<file path="config.mk">
export PLATFORM = sky130hd
export DESIGN_NAME = quadratic_probe_hash_table
export DESIGN_NICKNAME = d
export VERILOG_FILES = /design/src/rtl/core/qph_pkg.sv /design/src/rtl/core/qph_datapath.sv /design/src/rtl/core/qph_ctrl.sv /design/src/rtl/core/quadratic_probe_hash_table.sv
export SDC_FILE = /design/constraint.sdc
export NUM_CORES = 2
export LEC_CHECK = 0
export BUFFER_PORTS_ARGS = -buffer_cell sky130_fd_sc_hd__buf_2
export CORE_ASPECT_RATIO = 0.8
export CORE_MARGIN = 4
export CORE_UTILIZATION = 30
export DETAILED_ROUTE_END_ITERATION = 7
export SYNTH_ARGS = -nofsm -noshare
export SYNTH_HDL_FRONTEND = slang
export SYNTH_SLANG_ARGS = --single-unit
</file>
<file path="constraint.sdc">
create_clock -name aclk -period 27.8 [get_ports aclk]
set_input_delay 2.78 -clock aclk [delete_from_list [all_inputs] [get_ports aclk]]
set_output_delay 2.78 -clock aclk [all_outputs]
set_load 0.05 [all_outputs]
</file>
<file path="src/rtl/core/qph_pkg.sv">
// ----------------------------------------------------------------------------
// qph_pkg
// shared types, codes and sizes of the quadratic probe hash table
// ----------------------------------------------------------------------------
package qph_pkg;

    localparam int SLOT_COUNT_DEF = 11;

    localparam int FUNC_W      = 1;
    localparam int KEY_W       = 63;
    localparam int VALUE_W     = 64;
    localparam int STATUS_W    = 2;
    localparam int SLOT_IDX_W  = 4;
    localparam int PROBE_W     = 4;

    // key reduction: padded key taken one byte per cycle
    localparam int HASH_W  = KEY_W + 1;
    localparam int DIGIT_W = 8;

    localparam logic [FUNC_W-1:0] FUNC_INSERT = 1'b0;
    localparam logic [FUNC_W-1:0] FUNC_LOOKUP = 1'b1;

    typedef enum logic [STATUS_W-1:0] {
        STAT_INSERTED  = 2'd0,
        STAT_FOUND     = 2'd1,
        STAT_NOT_FOUND = 2'd2,
        STAT_FULL      = 2'd3
    } qph_status_t;

    typedef enum logic [2:0] {
        ST_CLEAR,
        ST_IDLE,
        ST_HASH,
        ST_ISSUE,
        ST_EVAL
    } qph_state_t;

    typedef struct packed {
        logic [FUNC_W-1:0]  func;
        logic [KEY_W-1:0]   key;
        logic [VALUE_W-1:0] entry_value;
    } qph_in_t;

    typedef struct packed {
        logic [STATUS_W-1:0]   status;
        logic [VALUE_W-1:0]    found_value;
        logic [SLOT_IDX_W-1:0] slot_index;
        logic [PROBE_W-1:0]    probe_count;
    } qph_out_t;

    typedef struct packed {
        logic        clear_step;
        logic        load_in;
        logic        hash_step;
        logic        issue;
        logic        write_slot;
        logic        load_result;
        qph_status_t result;
    } qph_cmd_t;

    typedef struct packed {
        logic clear_last;
        logic hash_last;
        logic used;
        logic match;
        logic exhausted;
        logic is_lookup;
    } qph_sts_t;

endpackage

</file>
<file path="src/rtl/core/qph_datapath.sv">
// ----------------------------------------------------------------------------
// qph_datapath
// key reduction, probe address sequence, slot memory and result register
// ----------------------------------------------------------------------------
module qph_datapath import qph_pkg::*; #(
    parameter int SLOT_COUNT = SLOT_COUNT_DEF
) (
    input  logic     aclk,
    input  logic     aresetn,
    input  qph_in_t  s_data,
    input  qph_cmd_t cmd,
    output qph_sts_t sts,
    output qph_out_t m_data
);

    localparam int SW     = $clog2(SLOT_COUNT);
    localparam int CW     = $clog2(SLOT_COUNT + 1);
    localparam int VW     = SW + DIGIT_W;
    localparam int DIGITS = HASH_W / DIGIT_W;
    localparam int DCW    = $clog2(DIGITS);
    localparam int MW     = 1 + KEY_W + VALUE_W;

    localparam logic [SW:0]   N_EXT     = (SW + 1)'(SLOT_COUNT);
    localparam logic [SW-1:0] LAST_SLOT = SW'(SLOT_COUNT - 1);
    localparam logic [CW-1:0] N_CNT     = CW'(SLOT_COUNT);
    localparam logic [DCW-1:0] LAST_DIG = DCW'(DIGITS - 1);

    logic [MW-1:0]     mem [SLOT_COUNT];

    qph_in_t           in_reg;
    logic [HASH_W-1:0] key_shift_reg;
    logic [SW-1:0]     rem_reg;
    logic [SW-1:0]     rem_next;
    logic [DCW-1:0]    digit_reg;
    logic [SW-1:0]     slot_reg;
    logic [SW-1:0]     slot_next;
    logic [SW-1:0]     step_reg;
    logic [SW-1:0]     step_next;
    logic [SW-1:0]     eval_slot_reg;
    logic [CW-1:0]     cnt_reg;
    logic [MW-1:0]     rd_reg;
    logic [SW-1:0]     clear_reg;
    qph_out_t          out_reg;
    qph_out_t          out_next;

    logic              rd_used;
    logic [KEY_W-1:0]  rd_key;
    logic [VALUE_W-1:0] rd_val;
    logic [VW-1:0]     red;
    logic [SW:0]       slot_sum;
    logic [SW:0]       step_sum;
    logic [31:0]       slot_wide;
    logic [31:0]       cnt_wide;

    assign rd_used = rd_reg[MW-1];
    assign rd_key  = rd_reg[MW-2 -: KEY_W];
    assign rd_val  = rd_reg[VALUE_W-1:0];

    // remainder of the key, one byte per step by restoring subtraction
    always_comb begin
        red = {rem_reg, key_shift_reg[HASH_W-1 -: DIGIT_W]};
        for (int j = DIGIT_W - 1; j >= 0; j--) begin
            if (red >= (VW'(SLOT_COUNT) << j)) begin
                red = red - (VW'(SLOT_COUNT) << j);
            end
        end
        rem_next = red[SW-1:0];
    end

    // next probe: slot advances by 2i+1, step by 2, both mod slot count
    always_comb begin
        slot_sum  = {1'b0, slot_reg} + {1'b0, step_reg};
        slot_next = (slot_sum >= N_EXT) ? SW'(slot_sum - N_EXT) : slot_sum[SW-1:0];
        step_sum  = {1'b0, step_reg} + (SW + 1)'(2);
        step_next = (step_sum >= N_EXT) ? SW'(step_sum - N_EXT) : step_sum[SW-1:0];
    end

    always_comb begin
        sts.clear_last = (clear_reg == LAST_SLOT);
        sts.hash_last  = (digit_reg == LAST_DIG);
        sts.used       = rd_used;
        sts.match      = (rd_key == in_reg.key);
        sts.exhausted  = (cnt_reg == N_CNT);
        sts.is_lookup  = (in_reg.func == FUNC_LOOKUP);
    end

    always_comb begin
        slot_wide            = 32'(eval_slot_reg);
        cnt_wide             = 32'(cnt_reg);
        out_next.status      = cmd.result;
        out_next.found_value = (cmd.result == STAT_FOUND) ? rd_val : '0;
        out_next.slot_index  = (cmd.result == STAT_FOUND || cmd.result == STAT_INSERTED)
                               ? slot_wide[SLOT_IDX_W-1:0] : '0;
        out_next.probe_count = cnt_wide[PROBE_W-1:0];
    end

    always_ff @(posedge aclk) begin
        if (!aresetn) begin
            clear_reg <= '0;
        end else if (cmd.clear_step) begin
            clear_reg <= clear_reg + SW'(1);
        end
    end

    // slot memory
    always_ff @(posedge aclk) begin
        if (cmd.clear_step) begin
            mem[clear_reg] <= '0;
        end else if (cmd.write_slot) begin
            mem[eval_slot_reg] <= {1'b1, in_reg.key, in_reg.entry_value};
        end
        if (cmd.issue) begin
            rd_reg <= mem[slot_reg];
        end
    end

    always_ff @(posedge aclk) begin
        if (cmd.load_in) begin
            in_reg        <= s_data;
            key_shift_reg <= {1'b0, s_data.key};
            rem_reg       <= '0;
            digit_reg     <= '0;
        end
        if (cmd.hash_step) begin
            key_shift_reg <= key_shift_reg << DIGIT_W;
            rem_reg       <= rem_next;
            digit_reg     <= digit_reg + DCW'(1);
            if (sts.hash_last) begin
                slot_reg <= rem_next;
                step_reg <= SW'(1);
                cnt_reg  <= '0;
            end
        end
        if (cmd.issue) begin
            eval_slot_reg <= slot_reg;
            slot_reg      <= slot_next;
            step_reg      <= step_next;
            cnt_reg       <= cnt_reg + CW'(1);
        end
        if (cmd.load_result) begin
            out_reg <= out_next;
        end
    end

    assign m_data = out_reg;

endmodule

</file>
<file path="src/rtl/core/qph_ctrl.sv">
// ----------------------------------------------------------------------------
// qph_ctrl
// sequencer for clearing, key reduction, probing and result hand-off
// ----------------------------------------------------------------------------
module qph_ctrl import qph_pkg::*; (
    input  logic     aclk,
    input  logic     aresetn,
    input  logic     s_valid,
    output logic     s_ready,
    output logic     m_valid,
    input  logic     m_ready,
    input  qph_sts_t sts,
    output qph_cmd_t cmd
);

    qph_state_t state_reg;
    qph_state_t state_next;
    logic       out_valid_reg;
    logic       out_valid_next;
    logic       out_free;

    always_ff @(posedge aclk) begin
        if (!aresetn) begin
            state_reg     <= ST_CLEAR;
            out_valid_reg <= 1'b0;
        end else begin
            state_reg     <= state_next;
            out_valid_reg <= out_valid_next;
        end
    end

    always_comb begin
        logic        finish;
        qph_status_t result;
        finish         = 1'b0;
        result         = STAT_FULL;
        cmd            = '0;
        cmd.result     = STAT_FULL;
        state_next     = state_reg;
        out_free       = !out_valid_reg || m_ready;
        out_valid_next = out_valid_reg && !m_ready;
        case (state_reg)
            ST_CLEAR: begin
                cmd.clear_step = 1'b1;
                if (sts.clear_last) begin
                    state_next = ST_IDLE;
                end
            end
            ST_IDLE: begin
                if (s_valid) begin
                    cmd.load_in = 1'b1;
                    state_next  = ST_HASH;
                end
            end
            ST_HASH: begin
                cmd.hash_step = 1'b1;
                if (sts.hash_last) begin
                    state_next = ST_ISSUE;
                end
            end
            ST_ISSUE: begin
                cmd.issue  = 1'b1;
                state_next = ST_EVAL;
            end
            ST_EVAL: begin
                if (!sts.used) begin
                    finish = 1'b1;
                    result = sts.is_lookup ? STAT_NOT_FOUND : STAT_INSERTED;
                end else if (sts.is_lookup && sts.match) begin
                    finish = 1'b1;
                    result = STAT_FOUND;
                end else if (sts.exhausted) begin
                    finish = 1'b1;
                    result = sts.is_lookup ? STAT_NOT_FOUND : STAT_FULL;
                end
                if (finish) begin
                    if (out_free) begin
                        cmd.load_result = 1'b1;
                        cmd.result      = result;
                        cmd.write_slot  = (result == STAT_INSERTED);
                        out_valid_next  = 1'b1;
                        state_next      = ST_IDLE;
                    end
                end else begin
                    cmd.issue = 1'b1;
                end
            end
            default: begin
                state_next = ST_IDLE;
            end
        endcase
    end

    assign s_ready = (state_reg == ST_IDLE);
    assign m_valid = out_valid_reg;

`ifndef ASSERT_OFF
    a_accept_starts_hash: assert property (@(posedge aclk) disable iff (!aresetn)
        (s_valid && s_ready) |=> (state_reg == ST_HASH))
        else $error("accepted word did not start key reduction");

    a_result_not_overwritten: assert property (@(posedge aclk) disable iff (!aresetn)
        cmd.load_result |-> (!out_valid_reg || m_ready))
        else $error("result register loaded while holding an untaken word");

    a_write_only_free_slot: assert property (@(posedge aclk) disable iff (!aresetn)
        cmd.write_slot |-> (!sts.used && !sts.is_lookup))
        else $error("slot write on a used slot or a lookup");

    a_no_probe_past_limit: assert property (@(posedge aclk) disable iff (!aresetn)
        (cmd.issue && state_reg == ST_EVAL) |-> !sts.exhausted)
        else $error("probe issued beyond slot count");

    a_clear_no_result: assert property (@(posedge aclk) disable iff (!aresetn)
        (state_reg == ST_CLEAR) |-> !out_valid_reg)
        else $error("result pending during clearing pass");
`endif

endmodule

</file>
<file path="src/rtl/core/quadratic_probe_hash_table.sv">
// a taken word's key is reduced one byte per cycle, then 1 to SLOT_COUNT probes follow,
// one slot memory read per probe; no new word is taken until the last word's result is loaded
// into the output register
// a finished result waits in the output register while the next word is taken
// reset: synchronous active-low; a clearing pass over all SLOT_COUNT slots follows, s_ready low
// ----------------------------------------------------------------------------
// quadratic_probe_hash_table
// open-addressed hash table with quadratic probing, insert and lookup
// ----------------------------------------------------------------------------
module quadratic_probe_hash_table import qph_pkg::*; #(
    parameter int SLOT_COUNT = SLOT_COUNT_DEF
) (
    input  logic     aclk,
    input  logic     aresetn,
    input  logic     s_valid,
    output logic     s_ready,
    input  qph_in_t  s_data,
    output logic     m_valid,
    input  logic     m_ready,
    output qph_out_t m_data
);

    qph_cmd_t cmd;
    qph_sts_t sts;

    qph_ctrl u_ctrl (
        .aclk    (aclk),
        .aresetn (aresetn),
        .s_valid (s_valid),
        .s_ready (s_ready),
        .m_valid (m_valid),
        .m_ready (m_ready),
        .sts     (sts),
        .cmd     (cmd)
    );

    qph_datapath #(
        .SLOT_COUNT (SLOT_COUNT)
    ) u_datapath (
        .aclk    (aclk),
        .aresetn (aresetn),
        .s_data  (s_data),
        .cmd     (cmd),
        .sts     (sts),
        .m_data  (m_data)
    );

endmodule

</file>
### Yosys cells after proc, flatten, opt, wreduce, memory -nomap -nowiden

Memories as Yosys holds them, arrays and structs flattened. A register that Yosys moved wholly into a read port is not among the register bits.
Cells that the tools add are included.

| word-level totals | value |
|---|---|
| latch bits | 0 |
| word-level logic and storage cells | 134 |
| memories kept | 1 |
| output and inout port bits | 76 |
| bits of input ports | 132 |
| ROM bits | 0 |
| memory bits (writable) | 1408 |
| flip-flop bits (word level) | 297 |

| cells by class | value |
|---|---|
| reduce and logical (&&, ||, !) cells | 15 |
| div/mod/pow operators | 0 |
| muxes and demuxes | 61 |
| eq/ne operators | 14 |
| magnitude comparators | 10 |
| multipliers | 0 |
| shifts and indexed selects | 0 |
| add/sub/neg operators | 15 |
| bitwise gates (word level) | 0 |

Memories:

| name | words | width | read ports | clocked after Yosys merged registers in | write ports | line | RTL |
|---|---|---|---|---|---|---|---|
| u_datapath.mem | 11 | 128 | 1 | 1 | 1 | qph_datapath.sv:28 | `logic [MW-1:0] mem [SLOT_COUNT];` |

Operator list:

| kind | number |
|---|---|
| $mux 128 | 1 |
| $mux 64 | 2 |
| $reduce_or 128->1 | 1 |
| $mux 12 | 7 |
| $mux 4 | 18 |
| $eq 63x63->1 | 1 |
| $mux 3 | 7 |
| $mux 1 | 19 |
| $pmux 3 s5 | 1 |
| $ge 12x10->1 const B | 1 |
| $ge 12x11->1 const B | 1 |
| $ge 12x4->1 const B | 1 |
| $ge 12x5->1 const B | 1 |
| $ge 12x6->1 const B | 1 |
| $ge 12x7->1 const B | 1 |
| $ge 12x8->1 const B | 1 |
| $ge 12x9->1 const B | 1 |
| $sub 12x10->12 const B | 1 |
| $sub 12x11->12 const B | 1 |
| $sub 12x5->12 const B | 1 |
| $sub 12x6->12 const B | 1 |
| $sub 12x7->12 const B | 1 |
| $sub 12x8->12 const B | 1 |
| $sub 12x9->12 const B | 1 |
| other kinds (23) | 43 |

### Longest topological paths before layout

| depth | value |
|---|---|
| depth after elaboration | 19 |
| depth in mapped cells | 43 |
| mapped depth without buffers | 41 |

### Hierarchy

A second synthesis with hierarchy kept.

| second synthesis, totals | value |
|---|---|
| cells, all modules | 3346 |
| area total of the unflattened synthesis | 71637.5 um^2 |

By module, submodules not included:

| module | area each (um^2) | sequential area each (um^2) | cells an instance | instances |
|---|---|---|---|---|
| qph_datapath | 71324.7 | 54802.6 | 3307 | 1 |
| qph_ctrl | 312.8 | 80.1 | 39 | 1 |

### Least setup slack after synthesis

Ideal clock, no wire load.

| path | value |
|---|---|
| kind | in2reg |
| from | input port m_ready |
| to | memory u_datapath.mem[0][0] (netlist bit) (enable) |
| setup time | 617 ps |
| required time | 27183 ps |
| cell stages on the path | 7 |
| data arrival time | 9088 ps |
| path buffers | 1 |
| slack | 18095 ps |
| cells stage by stage | nand2b_1 -> nand3_1 -> clkinv_1 -> clkbuf_1 -> nor3_1 -> a31oi_1 -> nor2_1 |

| on the way | value |
|---|---|
| word-level cells in the longest chain between the ends | 9 |
| elaborated cells between the ends (all ways) | 10 |
| classes of those cells | mux: 8; reduce/logical: 2 |

Ends and longest elaborated chain:

| what | line | RTL |
|---|---|---|
| start, declared | quadratic_probe_hash_table.sv:19 | `input logic m_ready,` |
| $logic_or 1x1->1 (*) | qph_ctrl.sv:40 | `out_free = !out_valid_reg \|\| m_ready;` |
| $mux 4 (*) | qph_ctrl.sv:77 | `if (out_free) begin` |
| $mux 4 (*) | qph_ctrl.sv:76 | `if (finish) begin` |
| $mux 4 (*) | qph_ctrl.sv:42 | `case (state_reg)` |
| $mux 1 (*) | qph_datapath.sv:109 | `end else if (cmd.write_slot) begin` |
| $mux 1 (*) | qph_datapath.sv:107 | `if (cmd.clear_step) begin` |
| $mux 1 (implied by the code) (*) | qph_datapath.sv:110 | `mem[eval_slot_reg] <= {1'b1, in_reg.key, in_reg.entry_value};` |
| $reduce_or 128->1 (no source line) | -- |  |
| $mux 4 (no source line) or $mux 1 (tied branches) | -- |  |
| end, declared | qph_datapath.sv:28 |  |

Every way passes the cells marked *; elsewhere a longest branch is shown, timed or not.

### Worst setup path after layout

| path | value |
|---|---|
| from | register u_datapath.rem_reg[1] |
| to | register u_datapath.slot_reg[1] (data pin) |

| on the way | value |
|---|---|
| word-level cells in the longest chain between the ends | 19 |
| elaborated cells between the ends (all ways) | 27 |
| classes of those cells | add/sub: 8; order compare: 8; mux: 11 |

Ends and longest elaborated chain:

| what | line | RTL |
|---|---|---|
| start, declared | qph_datapath.sv:32 | `logic [SW-1:0] rem_reg;` |
| start signal, assigned | qph_datapath.sv:126 | `rem_reg <= rem_next;` |
| $sub 12x11->12 or $ge 12x11->1 (tied branches) | qph_datapath.sv:64, qph_datapath.sv:63 |  |
| $mux 12 (*) | qph_datapath.sv:63 | `if (red >= (VW'(SLOT_COUNT) << j)) begin` |
| $sub 12x10->12 or $ge 12x10->1 (tied branches) | qph_datapath.sv:64, qph_datapath.sv:63 |  |
| $mux 12 (*) | qph_datapath.sv:63 |  |
| $sub 12x9->12 or $ge 12x9->1 (tied branches) | qph_datapath.sv:64, qph_datapath.sv:63 |  |
| $mux 12 (*) | qph_datapath.sv:63 |  |
| $sub 12x8->12 or $ge 12x8->1 (tied branches) | qph_datapath.sv:64, qph_datapath.sv:63 |  |
| $mux 12 (*) | qph_datapath.sv:63 |  |
| [... 3 more ...] | -- |  |
| $mux 12 (*) | qph_datapath.sv:63 |  |
| $sub 12x5->12 or $ge 12x5->1 (tied branches) | qph_datapath.sv:64, qph_datapath.sv:63 |  |
| $mux 12 (*) | qph_datapath.sv:63 |  |
| $ge 12x4->1 or $sub 4x4->4 (tied branches) | qph_datapath.sv:63, qph_datapath.sv:64 |  |
| $mux 4 (*) | qph_datapath.sv:63 |  |
| $mux 4 (*) | qph_datapath.sv:128 | `if (sts.hash_last) begin` |
| $mux 4 (*) | qph_datapath.sv:124 | `if (cmd.hash_step) begin` |
| $mux 4 (*) | qph_datapath.sv:134 | `if (cmd.issue) begin` |
| end signal, assigned | qph_datapath.sv:129 | `slot_reg <= rem_next;` |
| end signal, assigned | qph_datapath.sv:136 | `slot_reg <= slot_next;` |
| end, declared | qph_datapath.sv:35 | `logic [SW-1:0] slot_reg;` |

Every way passes the cells marked *; elsewhere a longest branch is shown, timed or not. The select of a mux whose other input is x is not followed.
A chain may end at the register's enable or synchronous reset.

==> impl_metrics.ini <==
[detailed_routing]
via_count = 34649
viasPerCell = 4.94
wl_per_cell_microns = 25.0
route.detailed.drc = 0
drtPass1Iterations = 7
drtIter0Drc = 3338
ant_nets = 0
routed_wl_microns = 175000

[floorplanning]
rows = 160
initial_core_util = 0.302
placeableCoreArea_sq_mm = 0.238
io_pins = 208
die_h_microns = 445
die_x_microns = 554
die_area_sq_mm = 0.247

[pwr]
p_sw_uw = 1150
p_per_area_mw_per_mm2 = 68.5
p_comb_frac = 0.027
switching_share = 0.204
p_leak_uw = 0.0279
seqPwrFrac = 0.551
p_int_uw = 4490
ir_drop_uv = 67.4
pwr-share-clk = 0.422

[clocking]
clock_sinks = 1833
clkTransAtPathRegs_ns = 0.06
clk_latency_ns = 0.82
tritoncts = yes
cts_max_level = 4
cts_hold_buffers = 0
cts-resized-gates = 0
clock_path_buffers = 3
cts_buffers = 187
cts-root-buf = clkbuf_16
cts_setup_buffers = 0

[global_route]
grt_pass1_wl_microns = 256000
grt_max_degree = 110
grt_util_all_layers = 0.140
antenna_found_initial = 37
grt_overflow = 0
first_global_vias = 35781

[sta]
fin_crit_sh = 0.378
max_freq_mhz = 95.2
rsz0062_at_grt = false
final_max_slew_viol_count = 0
relSlewSlack = 0.161
tightest_slew_ns = 1.26
hold_violations = 0
whs_ns = 0.457
skew_ns = 0.0245
setup_violations = 0
period_needed_ns = 10.50
tns_ns = 0

[critical_path]
worst_path_max_delay_cell = nor4_2
crit_required_ns = 28.36
worstPathArrival_ns = 11.06
crit_top_cell = ha_1
worstSetupStartpointType = flip-flop
endpoint_kind = flip-flop
crit_type = reg -> reg
crit_fanout = 11
critPathMaxStageDelay_ns = 0.63

[yosys]
async_flop_share = 0
synth-edff-count = 1817
synth_top_area_cell = edfxtp_1
synthAdderAreaFrac = 0.00395
yosysTopAreaCellShare = 0.762
synth_ff_type = edfxtp_1
synth.distinct_cells = 101
synthMuxAreaShare = 0.144
ys_ff_latch = 1833
postSynthCellCount = 3393
synth-simple-area-share = 0.0370
synth_compound_area_frac = 0.0298
syn_area_sq_mm = 0.0716
syn_area_per_cell_sq_um = 21.1
synth-xor-area-share = 0.00929
synth_top_family_by_area = multiplexers
syn_nets = 3547
ys_seq_area_frac = 0.766
ys.warnings.count = 0
synth_area_leaders = edfxtp_1 76%, mux4_2 12%, mux2_2 2.1%, and2_1 1.7%, a22o_1 0.70%

[layout]
ff_latch_area_sq_mm = 0.0549
fin_util = 0.347
fillers = 21921
area_growth_pct = 15.0
stdcell_count = 7008
largest_reg_flops = 1408
fin_nets = 3847
multi_input_area_sq_mm = 0.0161
drive_above_1_share = 0.281

[run_status]
status = complete, no violations

[placement]
hpwl_microns = 95900
port_buffers = 207
gp_congestion = 0.812
place_inst = 6663

[min_path]
hold_class = reg -> reg

[run]
maxCapViolations = 0
[Yosys cell counts, types with 19 or more instances]
| cell type | count |
|---|---|
| edfxtp_1 | 1817 |
| mux4_2 | 384 |
| and2_1 | 199 |
| mux2_2 | 131 |
| clkbuf_1 | 89 |
| nand2_1 | 72 |
| nor2_1 | 64 |
| a22o_1 | 57 |
| buf_1 | 51 |
| xnor2_1 | 40 |
| a21oi_1 | 39 |
| inv_1 | 39 |
| xor2_1 | 36 |
| ha_1 | 21 |
| a31oi_1 | 19 |
| nand3_1 | 19 |
[worst max-delay path, delay by kind of cell, from the launching register on]
family          cells  cell delay, ns
simple gates       14            3.21
xor+xnor            4            1.18
buf+inv             2            0.17
flops               1            0.56
compound gates     14            3.08
fa+ha+maj           7            2.03
[metal layers]
layer  track usage  up-vias  wire (microns)
met5             0        -              34
met4        0.0336        6            3130
met3        0.0239      216            9630
met2         0.228     1024           84700
met1         0.197    18759           77900
li1              -    14644               -
[metrics by stage]
step	power (uW)	area, sq um	worst slack, ns
2_1_floorplan	3260	71600	18.09
3_5_place_dp	3320	76700	17.45
4_1_cts	5710	82400	17.43
3_3_place_gp	3320	76700	17.71
6_report	5640	82400	17.30
5_1_grt	5830	82400	16.43
[power groups by stage]
stage	Combinational [uW]	Sequential (uW)	Clock, uW
after floorplan	82.2	3180	0
after global placement	157	3160	0
after detailed placement	157	3170	0
after CTS	158	3110	2450
after global routing	163	3110	2560
final	153	3110	2380
[cell families (layout without fill, tap and decap cells)]
group                      after synthesis  count (layout)
AOI/OAI and AO/OA                      273             273
xor gates and xnor gates                76              76
adders and majority gates               22              22
buffers and inverters                  192             639
DFF                                   1833            1833
muxes                                  530             530
other                                    0               9
and+or+nand+nor                        467             467
[layout make-up]
class	instances	share of cell area
diodes	9	0.000273
clock buffers	244	0.0605
clock inverters	92	0.00881
inverters	42	0.00210
multi-input cells	1368	0.196
flip-flops and latches	1833	0.666
well taps	3159	0.0480
repair buffers	261	0.0187
[worst paths after layout]
| kind | from | end | slack, ns | depth (start not counted) |
|---|---|---|---|---|
| worst max-delay path | u_datapath.rem_reg[1]$_SDFFCE_PN0P_ | u_datapath.slot_reg[1]$_DFFE_PP_ | 17.30 | 41 |
| worst min-delay path | u_datapath.key_shift_reg[1]$_SDFFE_PP0P_ | u_datapath.key_shift_reg[1]$_SDFFE_PP0P_ | 0.46 | 2 |
| worst min register to register | u_datapath.key_shift_reg[1]$_SDFFE_PP0P_ | u_datapath.key_shift_reg[1]$_SDFFE_PP0P_ | 0.46 | 2 |
| worst max register to register | u_datapath.rem_reg[1]$_SDFFCE_PN0P_ | u_datapath.slot_reg[1]$_DFFE_PP_ | 17.30 | 41 |
[layout by cell type, fill, tap and decap left out, types with 12 or more instances in the layout]
master	n
clkbuf_16	191
clkinv_1	42
nand4_1	14
and2_1	198
clkinv_2	27
mux4_2	384
mux2i_1	13
buf_2	207
a21oi_1	39
a22o_1	57
xor2_1	36
nand2_1	71
dfxtp_1	16
inv_1	38
ha_1	21
nor2_4	12
nor4_1	16
clkbuf_1	52
buf_4	46
o21ai_0	18
a31oi_1	19
xnor2_1	40
edfxtp_1	1817
nor2_1	52
nor3_1	18
mux2_2	131
nand3_1	19
Note: power is estimated with default switching activity, not from simulation.
